[src/rtl/ksp_pkg.sv]
// ----------------------------------------------------------------------------
// ksp_pkg: shared types, constants and microcode for the keyed slot pool
// Holds the pool geometry, field widths, result codes and the control
// program that the sequencer steps through.
// ----------------------------------------------------------------------------
package ksp_pkg;

  // Pool geometry
  localparam int POOL_DEPTH = 64;
  localparam int KEY_BITS   = 32;
  localparam int SLOT_BITS  = $clog2(POOL_DEPTH);
  localparam int COUNT_BITS = $clog2(POOL_DEPTH + 1);

  // Field widths on the ports
  localparam int KEY_FIELD_BITS   = 32;
  localparam int IDX_FIELD_BITS   = 6;
  localparam int FREED_FIELD_BITS = 7;
  localparam int CFG_BITS         = 7;
  localparam int LIM_BITS         = (COUNT_BITS > CFG_BITS) ? COUNT_BITS : CFG_BITS;

  // Configuration port
  localparam int APB_ADDR_BITS = 3;
  localparam int APB_DATA_BITS = 32;
  localparam logic REG_MAX_POOL = 1'b0;
  localparam logic [CFG_BITS-1:0] MAX_POOL_RESET = CFG_BITS'(64);

  typedef logic [SLOT_BITS-1:0]  slot_t;
  typedef logic [COUNT_BITS-1:0] count_t;
  typedef logic [KEY_BITS-1:0]   key_t;

  // Result codes
  typedef enum logic [1:0] {
    ST_HIT   = 2'd0,
    ST_NEW   = 2'd1,
    ST_FULL  = 2'd2,
    ST_PRUNE = 2'd3
  } status_t;

  // Datapath operations, one per control word
  typedef enum logic [3:0] {
    OP_NOP,
    OP_LATCH,
    OP_MATCH,
    OP_RESOLVE,
    OP_ALLOC,
    OP_POP,
    OP_PINIT,
    OP_PSTEP,
    OP_PDONE
  } op_t;

  // Jump conditions
  typedef enum logic [2:0] {
    C_NEVER,
    C_ALWAYS,
    C_IDLE,
    C_PRUNE,
    C_HIT,
    C_DEPTH_ZERO,
    C_WALK_MORE
  } cond_t;

  // Step addresses of the control program
  localparam int STEP_BITS = 4;
  typedef logic [STEP_BITS-1:0] step_t;

  localparam step_t STEP_IDLE     = 4'd0;
  localparam step_t STEP_DISPATCH = 4'd1;
  localparam step_t STEP_MATCH    = 4'd2;
  localparam step_t STEP_RESOLVE  = 4'd3;
  localparam step_t STEP_ALLOC    = 4'd4;
  localparam step_t STEP_POP      = 4'd5;
  localparam step_t STEP_PINIT    = 4'd6;
  localparam step_t STEP_PWALK    = 4'd7;
  localparam step_t STEP_PDONE    = 4'd8;

  typedef struct packed {
    op_t   op;
    cond_t cond;
    step_t target;
  } ctrl_word_t;

  // Status flags the sequencer branches on
  typedef struct packed {
    logic start;
    logic prune;
    logic hit;
    logic depth_zero;
    logic walk_more;
  } flags_t;

  // Control store: one word per step
  function automatic ctrl_word_t ucode(step_t s);
    ctrl_word_t w;
    unique case (s)
      STEP_IDLE:     w = '{op: OP_LATCH,   cond: C_IDLE,       target: STEP_IDLE};
      STEP_DISPATCH: w = '{op: OP_NOP,     cond: C_PRUNE,      target: STEP_PINIT};
      STEP_MATCH:    w = '{op: OP_MATCH,   cond: C_NEVER,      target: STEP_IDLE};
      STEP_RESOLVE:  w = '{op: OP_RESOLVE, cond: C_HIT,        target: STEP_IDLE};
      STEP_ALLOC:    w = '{op: OP_ALLOC,   cond: C_DEPTH_ZERO, target: STEP_IDLE};
      STEP_POP:      w = '{op: OP_POP,     cond: C_ALWAYS,     target: STEP_IDLE};
      STEP_PINIT:    w = '{op: OP_PINIT,   cond: C_NEVER,      target: STEP_IDLE};
      STEP_PWALK:    w = '{op: OP_PSTEP,   cond: C_WALK_MORE,  target: STEP_PWALK};
      STEP_PDONE:    w = '{op: OP_PDONE,   cond: C_ALWAYS,     target: STEP_IDLE};
      default:       w = '{op: OP_NOP,     cond: C_ALWAYS,     target: STEP_IDLE};
    endcase
    return w;
  endfunction

endpackage

[src/rtl/ksp_ram.sv]
// ----------------------------------------------------------------------------
// ksp_ram: generic single-port-write, single-port-read RAM
// One write and one registered read per cycle; contents are not reset.
// ----------------------------------------------------------------------------
module ksp_ram #(
  parameter int WIDTH = 8,
  parameter int DEPTH = 16
) (
  input  logic                     clk,
  input  logic                     we,
  input  logic [$clog2(DEPTH)-1:0] waddr,
  input  logic [WIDTH-1:0]         wdata,
  input  logic                     re,
  input  logic [$clog2(DEPTH)-1:0] raddr,
  output logic [WIDTH-1:0]         rdata
);

  logic [WIDTH-1:0] mem [DEPTH];

  // Write port and registered read port
  always_ff @(posedge clk) begin
    if (we) begin
      mem[waddr] <= wdata;
    end
    if (re) begin
      rdata <= mem[raddr];
    end
  end

endmodule

[src/rtl/ksp_seq.sv]
// ----------------------------------------------------------------------------
// ksp_seq: microcode sequencer for the keyed slot pool
// Steps a program counter through the control store, taking a jump when
// the control word's condition holds and advancing by one otherwise.
// ----------------------------------------------------------------------------
module ksp_seq (
  input  logic                clk,
  input  logic                rst,
  input  ksp_pkg::flags_t     flags,
  output ksp_pkg::ctrl_word_t ctrl,
  output logic                busy
);

  import ksp_pkg::*;

  step_t pc;
  step_t pc_next;
  logic  taken;

  // Fetch the control word and pick the next step
  always_comb begin
    ctrl = ucode(pc);
    unique case (ctrl.cond)
      C_NEVER:      taken = 1'b0;
      C_ALWAYS:     taken = 1'b1;
      C_IDLE:       taken = !flags.start;
      C_PRUNE:      taken = flags.prune;
      C_HIT:        taken = flags.hit;
      C_DEPTH_ZERO: taken = flags.depth_zero;
      C_WALK_MORE:  taken = flags.walk_more;
      default:      taken = 1'b1;
    endcase
    pc_next = taken ? ctrl.target : pc + step_t'(1);
  end

  // Hold the step counter
  always_ff @(posedge clk) begin
    if (rst) begin
      pc <= STEP_IDLE;
    end else begin
      pc <= pc_next;
    end
  end

  assign busy = (pc != STEP_IDLE);

endmodule

[src/rtl/keyed_slot_pool_with_use_aging.sv]
// ----------------------------------------------------------------------------
// keyed_slot_pool_with_use_aging: key-to-slot pool with LIFO free list
// Maps keys to numbered slots, recycles slots left unused between prunes.
// ----------------------------------------------------------------------------
// Usage:
//   Command channel: drive cmd and tile_key with start high; the word is
//   taken at a clock edge where start is high and busy is low. cmd 0 looks
//   up tile_key, cmd 1 prunes every slot not used since the last prune.
//   Result channel: done pulses for one cycle with status, slot_index and
//   freed_count; the receiver must take it in that cycle.
//   Command steps, set by a microcode sequencer: a fetch passes dispatch,
//   match and resolve, ending there on a hit; a miss goes on to alloc,
//   ending there when the pool is full or a fresh slot is given; reuse
//   from the free list adds a pop step for the registered read of the
//   free-list RAM. A prune inits, walks one slot per cycle, then reports.
//   Configuration: APB register 0 (byte address 0) is max_pool_size,
//   reset 64; write it only while busy is low.
//   Reset clears all mappings, used marks, the free-list depth and the
//   allocation count at once; no clearing pass is needed.
// ----------------------------------------------------------------------------
module keyed_slot_pool_with_use_aging (
  input  logic                                  clk,
  input  logic                                  rst,
  // command channel
  input  logic                                  start,
  output logic                                  busy,
  input  logic                                  cmd,
  input  logic [ksp_pkg::KEY_FIELD_BITS-1:0]    tile_key,
  // result channel
  output logic                                  done,
  output logic [1:0]                            status,
  output logic [ksp_pkg::IDX_FIELD_BITS-1:0]    slot_index,
  output logic [ksp_pkg::FREED_FIELD_BITS-1:0]  freed_count,
  // configuration port
  input  logic                                  psel,
  input  logic                                  penable,
  input  logic                                  pwrite,
  input  logic [ksp_pkg::APB_ADDR_BITS-1:0]     paddr,
  input  logic [ksp_pkg::APB_DATA_BITS-1:0]     pwdata,
  output logic [ksp_pkg::APB_DATA_BITS-1:0]     prdata,
  output logic                                  pready
);

  import ksp_pkg::*;

  ctrl_word_t ctrl;
  flags_t     flags;

  logic [CFG_BITS-1:0]   max_pool_size;
  logic                  cfg_wr;
  count_t                pool_limit;

  key_t                  key_reg;
  logic                  prune_reg;
  key_t                  slot_key [POOL_DEPTH];
  logic [POOL_DEPTH-1:0] mapped;
  logic [POOL_DEPTH-1:0] used;
  logic [POOL_DEPTH-1:0] match_vec;
  count_t                free_depth;
  count_t                alloc_count;
  slot_t                 walk;
  count_t                freed;

  logic                  hit;
  slot_t                 hit_slot;
  logic                  depth_zero;
  logic                  can_fresh;
  slot_t                 fresh_slot;
  logic                  walk_free;

  logic                  ram_we;
  slot_t                 ram_waddr;
  logic                  ram_re;
  slot_t                 ram_raddr;
  slot_t                 ram_rdata;

  // Configuration register
  assign pready = 1'b1;
  assign cfg_wr = psel && penable && pwrite && pready &&
                  (paddr[APB_ADDR_BITS-1] == REG_MAX_POOL);
  assign prdata = (paddr[APB_ADDR_BITS-1] == REG_MAX_POOL) ?
                  APB_DATA_BITS'(max_pool_size) : '0;

  // Clamp the limit to the pool size
  always_comb begin
    if (LIM_BITS'(max_pool_size) > LIM_BITS'(POOL_DEPTH)) begin
      pool_limit = count_t'(POOL_DEPTH);
    end else begin
      pool_limit = count_t'(max_pool_size);
    end
  end

  // Encode the matching slot; at most one slot can match a key
  always_comb begin
    hit      = |match_vec;
    hit_slot = '0;
    for (int i = 0; i < POOL_DEPTH; i++) begin
      if (match_vec[i]) begin
        hit_slot = hit_slot | slot_t'(i);
      end
    end
  end

  assign depth_zero = (free_depth == '0);
  assign can_fresh  = (alloc_count < pool_limit);
  assign fresh_slot = slot_t'(alloc_count);
  assign walk_free  = mapped[walk] && !used[walk];

  assign flags = '{start:      start,
                   prune:      prune_reg,
                   hit:        hit,
                   depth_zero: depth_zero,
                   walk_more:  (walk != slot_t'(POOL_DEPTH - 1))};

  ksp_seq u_seq (
    .clk   (clk),
    .rst   (rst),
    .flags (flags),
    .ctrl  (ctrl),
    .busy  (busy)
  );

  // Free list: push on prune, pop on a miss with a non-empty list
  assign ram_we    = (ctrl.op == OP_PSTEP) && walk_free &&
                     (free_depth < count_t'(POOL_DEPTH));
  assign ram_waddr = slot_t'(free_depth);
  assign ram_re    = (ctrl.op == OP_ALLOC) && !depth_zero;
  assign ram_raddr = slot_t'(free_depth - count_t'(1));

  ksp_ram #(
    .WIDTH (SLOT_BITS),
    .DEPTH (POOL_DEPTH)
  ) u_free_ram (
    .clk   (clk),
    .we    (ram_we),
    .waddr (ram_waddr),
    .wdata (walk),
    .re    (ram_re),
    .raddr (ram_raddr),
    .rdata (ram_rdata)
  );

  // Control state: configuration register, mapping flags, counters, result strobe
  always_ff @(posedge clk) begin
    if (rst) begin
      max_pool_size <= MAX_POOL_RESET;
      mapped        <= '0;
      used          <= '0;
      free_depth    <= '0;
      alloc_count   <= '0;
      done          <= 1'b0;
    end else begin
      done <= 1'b0;
      if (cfg_wr) begin
        max_pool_size <= pwdata[CFG_BITS-1:0];
      end
      unique case (ctrl.op)
        OP_RESOLVE: begin
          if (hit) begin
            used[hit_slot] <= 1'b1;
            done           <= 1'b1;
          end
        end
        OP_ALLOC: begin
          if (depth_zero) begin
            done <= 1'b1;
            if (can_fresh) begin
              mapped[fresh_slot] <= 1'b1;
              used[fresh_slot]   <= 1'b1;
              alloc_count        <= alloc_count + count_t'(1);
            end
          end else begin
            free_depth <= free_depth - count_t'(1);
          end
        end
        OP_POP: begin
          mapped[ram_rdata] <= 1'b1;
          used[ram_rdata]   <= 1'b1;
          done              <= 1'b1;
        end
        OP_PSTEP: begin
          if (mapped[walk]) begin
            if (!used[walk]) begin
              mapped[walk] <= 1'b0;
              if (free_depth < count_t'(POOL_DEPTH)) begin
                free_depth <= free_depth + count_t'(1);
              end
            end else begin
              used[walk] <= 1'b0;
            end
          end
        end
        OP_PDONE: begin
          done <= 1'b1;
        end
        default: begin
        end
      endcase
    end
  end

  // Payload: latched word, key store, match vector, walk and result fields
  always_ff @(posedge clk) begin
    unique case (ctrl.op)
      OP_LATCH: begin
        if (start) begin
          key_reg   <= key_t'(tile_key);
          prune_reg <= cmd;
        end
      end
      OP_MATCH: begin
        for (int i = 0; i < POOL_DEPTH; i++) begin
          match_vec[i] <= mapped[i] && (slot_key[i] == key_reg);
        end
      end
      OP_RESOLVE: begin
        if (hit) begin
          status      <= ST_HIT;
          slot_index  <= IDX_FIELD_BITS'(hit_slot);
          freed_count <= '0;
        end
      end
      OP_ALLOC: begin
        if (depth_zero) begin
          freed_count <= '0;
          if (can_fresh) begin
            slot_key[fresh_slot] <= key_reg;
            status               <= ST_NEW;
            slot_index           <= IDX_FIELD_BITS'(fresh_slot);
          end else begin
            status     <= ST_FULL;
            slot_index <= '0;
          end
        end
      end
      OP_POP: begin
        slot_key[ram_rdata] <= key_reg;
        status              <= ST_NEW;
        slot_index          <= IDX_FIELD_BITS'(ram_rdata);
        freed_count         <= '0;
      end
      OP_PINIT: begin
        walk  <= '0;
        freed <= '0;
      end
      OP_PSTEP: begin
        walk <= walk + slot_t'(1);
        if (walk_free) begin
          freed <= freed + count_t'(1);
        end
      end
      OP_PDONE: begin
        status      <= ST_PRUNE;
        slot_index  <= '0;
        freed_count <= FREED_FIELD_BITS'(freed);
      end
      default: begin
      end
    endcase
  end

  // Checks
  a_busy_ends_with_result: assert property (@(posedge clk) disable iff (rst)
    $fell(busy) |-> done || $past(rst))
    else $error("command finished without a result");

  a_result_single_cycle: assert property (@(posedge clk) disable iff (rst)
    done |=> !done)
    else $error("result strobe held for more than one cycle");

  a_no_slot_without_mapping: assert property (@(posedge clk) disable iff (rst)
    done && (status == ST_FULL || status == ST_PRUNE) |-> slot_index == '0)
    else $error("slot index reported without a mapping");

  a_depth_bounded: assert property (@(posedge clk) disable iff (rst)
    free_depth <= alloc_count)
    else $error("free list deeper than the allocated slot count");

  a_alloc_bounded: assert property (@(posedge clk) disable iff (rst)
    alloc_count <= count_t'(POOL_DEPTH))
    else $error("allocation count beyond pool depth");

endmodule

[config.mk]
export PLATFORM = sky130hd
export DESIGN_NAME = keyed_slot_pool_with_use_aging
export DESIGN_NICKNAME = d
export VERILOG_FILES = /design/src/rtl/ksp_pkg.sv /design/src/rtl/ksp_ram.sv /design/src/rtl/ksp_seq.sv /design/src/rtl/keyed_slot_pool_with_use_aging.sv
export SDC_FILE = /design/constraint.sdc
export NUM_CORES = 2
export LEC_CHECK = 0
export BUFFER_PORTS_ARGS = -buffer_cell sky130_fd_sc_hd__clkbuf_2
export CAP_MARGIN = 20
export CORE_ASPECT_RATIO = 1.5
export CORE_UTILIZATION = 30
export CTS_BUF_LIST = sky130_fd_sc_hd__clkbuf_16
export DETAILED_ROUTE_END_ITERATION = 8
export PLACE_DENSITY = 0.52
export SYNTH_ARGS = -nofsm -noshare
export SYNTH_HDL_FRONTEND = slang
export SYNTH_SLANG_ARGS = --single-unit
export TNS_END_PERCENT = 50
[constraint.sdc]
create_clock -name clk -period 6.4 [get_ports clk]
set_input_delay 0.96 -clock clk [delete_from_list [all_inputs] [get_ports clk]]
set_output_delay 0.96 -clock clk [all_outputs]
set_load 0.03 [all_outputs]
==> flow_metrics.env <==
export IMPL_fin_skew_ps=77.5
export IMPL_wl_met2_um=184000
export IMPL_grt_pass1_vias=66800
export IMPL_largest_reg_flops=2048
export IMPL_maxCapViolations=0
export IMPL_worst_pin_slew_ps=1190
export IMPL_synth_flop_cell="edfxtp_1"
export IMPL_fin_crit_ps=4860
export IMPL_slew_violations=0
export IMPL_wl_met1_um=146000
export IMPL_avgSynthCellArea_um2=15.3
export IMPL_worst_ep_arrival_time_ps=5370
export IMPL_grt_remaining_overflow=0
export IMPL_yosys_area_top_type="edfxtp_1"
export IMPL_synthArstFlopShare_pct=0
export IMPL_p_leak_nw=39.9
export IMPL_critical_path_cell_chain="buf_4 -> and3_1 -> nand2_1 -> a21oi_1 -> or4_1 -> or4_1 -> o21ai_2 -> or3_1 -> nor2_1"
export IMPL_mostFrequentLayoutCells="edfxtp_1 (2563), xnor2_1 (1687), nand4_1 (429), xor2_1 (366), buf_4 (317)"
export IMPL_finalHoldViolCount=0
export IMPL_cts_resized=0
export IMPL_die_x_um=510
export IMPL_crit_required_ps=6910
export IMPL_outcome="finished, final reports clean"
export IMPL_die_area_um2=390000
export IMPL_clk_path_buf_depth=4
export IMPL_fin_cells=13200
export IMPL_min_path_cells=1
export IMPL_crit_reg2reg_launch="walk[2]"
export IMPL_gp_congestion=0.944
export IMPL_hp_start="tile_key[27]"
export IMPL_path_delay_family="simple AND/OR/NAND/NOR gates"
export IMPL_io_buffers=70
export IMPL_io_pins=124
export IMPL_avgRoutedWirePerCell_um=27.7
export IMPL_r2r_slack_ps=1540
export IMPL_cts_buffers=275
export IMPL_finalPower_mw=45.7
export IMPL_fin_tns_setup_ps=0
export IMPL_setup_viol=0
export IMPL_hp_class="in -> reg"
export IMPL_crit_path_top_delay_cell="o21ai_2"
export IMPL_crit_path_max_incr_delay_ps=770
export IMPL_drtIter0Drc=5487
export IMPL_grt_util_all_layers_pct=18.4
export IMPL_ant_nets=0
export IMPL_holdWs_ps=243
export IMPL_path_common_cell="or4_1"
export IMPL_crit_start="walk[2]"
export IMPL_reg2reg_to="u_free_ram.mem[14][4]"
export IMPL_drive_gt1_share_pct=14.1
export IMPL_yosys_warnings=0
export IMPL_synth_area_top_cells="edfxtp_1 (66%), xnor2_1 (13%), dfxtp_1 (2.8%)"
export IMPL_placementRows=279
export IMPL_rsz0062_at_grt="no"
export IMPL_rr_worst_depth=9
export IMPL_cp_start_kind="flop"
export IMPL_dieHeight_um=765
export IMPL_fin_ws_ps=1540
export IMPL_peakVddDrop_v=0.000254
export IMPL_grt_antenna_before_repair=23
export IMPL_drc=0
export IMPL_end_kind="flop"
export IMPL_power_density_nw_per_um2=341
export IMPL_dr_total_vias=66400
export IMPL_wirelength_um=365000
export IMPL_detailedPlacementHpwl_um=232000
export IMPL_hold_buffers=0
export IMPL_first_pass_iters=8
export IMPL_placed_cells=12700
export IMPL_max_freq_mhz=206
export IMPL_worstPathMaxFanout=42
export IMPL_synth_seq_cells=2726
export IMPL_synthToLayoutAreaGrowth_pct=15.2
export IMPL_fp_coreArea_um2=385000
export IMPL_post_cts_buffers=0
export IMPL_synthCells=7586
export IMPL_final_common_cell="edfxtp_1"
export IMPL_clockRootBuffer="clkbuf_16"
export IMPL_dr_max_layer_used="met5"
export IMPL_path_class="reg -> reg"
export IMPL_nets=7989
export IMPL_synth_top_area_share_pct=66.2
export IMPL_clkTransAtPathRegs_ps=70
export IMPL_via_per_inst=5.04
export IMPL_cp_num_buf_inv=1
export IMPL_synth_area_um2=116000
export IMPL_dp_slack_ps=1680
export IMPL_worstSkewPairLatency_ps=890
export IMPL_min_to="key_reg[27]"
export IMPL_seq_area_frac_synth_pct=69.0
export IMPL_synth_cell_types=95
export IMPL_start_util_pct=30.2
export IMPL_reg_top3="slot_key x2048, u_free_ram.mem x384"
export IMPL_wl_met3_um=17100
export IMPL_htreeDepth=5
export IMPL_cts_num_sinks=2726
export IMPL_cts_tree="done"
export IMPL_fin_crit_sh_pct=76.0
export IMPL_slew_headroom_pct=19.7
export IMPL_synth_edf_count=2563
export IMPL_grt_max_degree=88
export IMPL_grt_pass1_wl_um=515000
export IMPL_largest_register="slot_key"
## per-layer routing
metal | track usage [%] | up-vias
met5 | 0 | -
met2 | 32.4 | 2077
li1 | - | 29000
met1 | 22.5 | 34600
met4 | 7.91 | 18
met3 | 2.30 | 663
## power breakdown
part / internal, mW / switching, mW / leakage [nW] / total [mW]
clock: 9.01 / 7.01 / 4.44 / 16.0
combinational: 2.87 / 5.92 / 10.9 / 8.79
sequential: 20.5 / 0.390 / 24.5 / 20.9
## through the flow
step	util, %	instance area [um2]
after floorplan	-	116000
after global placement	32.5	125000
after detailed placement	32.5	125000
after CTS	34.8	134000
after global routing	34.8	134000
final	34.8	134000
## kinds of logic (layout without fill, tap and decap cells)
| family | after synthesis | count (layout) | synth area share [%] |
|---|---|---|---|
| AOI/OAI and AO/OA | 590 | 590 | 3.53 |
| xor gates and xnor gates | 2055 | 2055 | 15.5 |
| adders and majority gates | 15 | 15 | 0.161 |
| buffers and inverters | 484 | 979 | 1.77 |
| DFF | 2726 | 2726 | 69.0 |
| muxes | 180 | 180 | 2.98 |
| other | 2 | 34 | 0.00646 |
| and+or+nand+nor | 1534 | 1534 | 7.12 |
## cell type report
class                   instances  area (um2)
fillers                     36800      251000
flip-flops and latches       2726       80200
multi-input cells            4400       34600
clock buffers                 288        7210
well taps                    5058        6330
repair buffers                451        3970
clock inverters               194        1510
inverters                      46         175
diodes                          8        20.0
## Yosys cell counts, types with 8 or more instances
cell type / count
edfxtp_1: 2563
xnor2_1: 1688
nand4_1: 429
nor2_1: 369
xor2_1: 367
clkbuf_1: 256
nor4_1: 250
dfxtp_1: 163
a21oi_1: 148
nand2_1: 140
mux4_2: 132
nand3_1: 120
buf_1: 114
o21ai_0: 90
a211oi_1: 82
nor3_1: 58
o22ai_1: 56
inv_1: 45
mux2i_1: 37
buf_4: 30
or3_1: 25
a2111oi_0: 24
buf_2: 24
nand2b_1: 20
o21ai_1: 20
nor2b_1: 19
a221o_1: 17
and2_1: 16
and3_1: 16
a311oi_1: 15
ha_1: 15
buf_6: 14
o221ai_1: 13
o32ai_1: 13
a2111oi_2: 11
or2_2: 11
a221oi_1: 10
mux2_2: 8
nand3b_1: 8
## worst register-to-register path, delay by kind of cell (launching register included)
| kind | cells | cell delay (ps) |
|---|---|---|
| AND/OR/NAND/NOR | 6 | 2550 |
| AO/OA/AOI/OAI | 2 | 860 |
| flip-flops | 1 | 660 |
| buffers and inverters | 1 | 410 |
## worst max-delay path by stage
stage	to	depth (start not counted)	slack, ps
finish	u_free_ram.mem[14][4]	9	1540
detailed placement	u_free_ram.mem[15][2]	8	1680
global route	u_free_ram.mem[13][2]	9	1490
CTS	u_free_ram.mem[12][2]	8	1600
floorplan	match_vec[0]	3	870
global placement	u_free_ram.mem[14][2]	8	1710
Power figures use the tool's default switching activity.
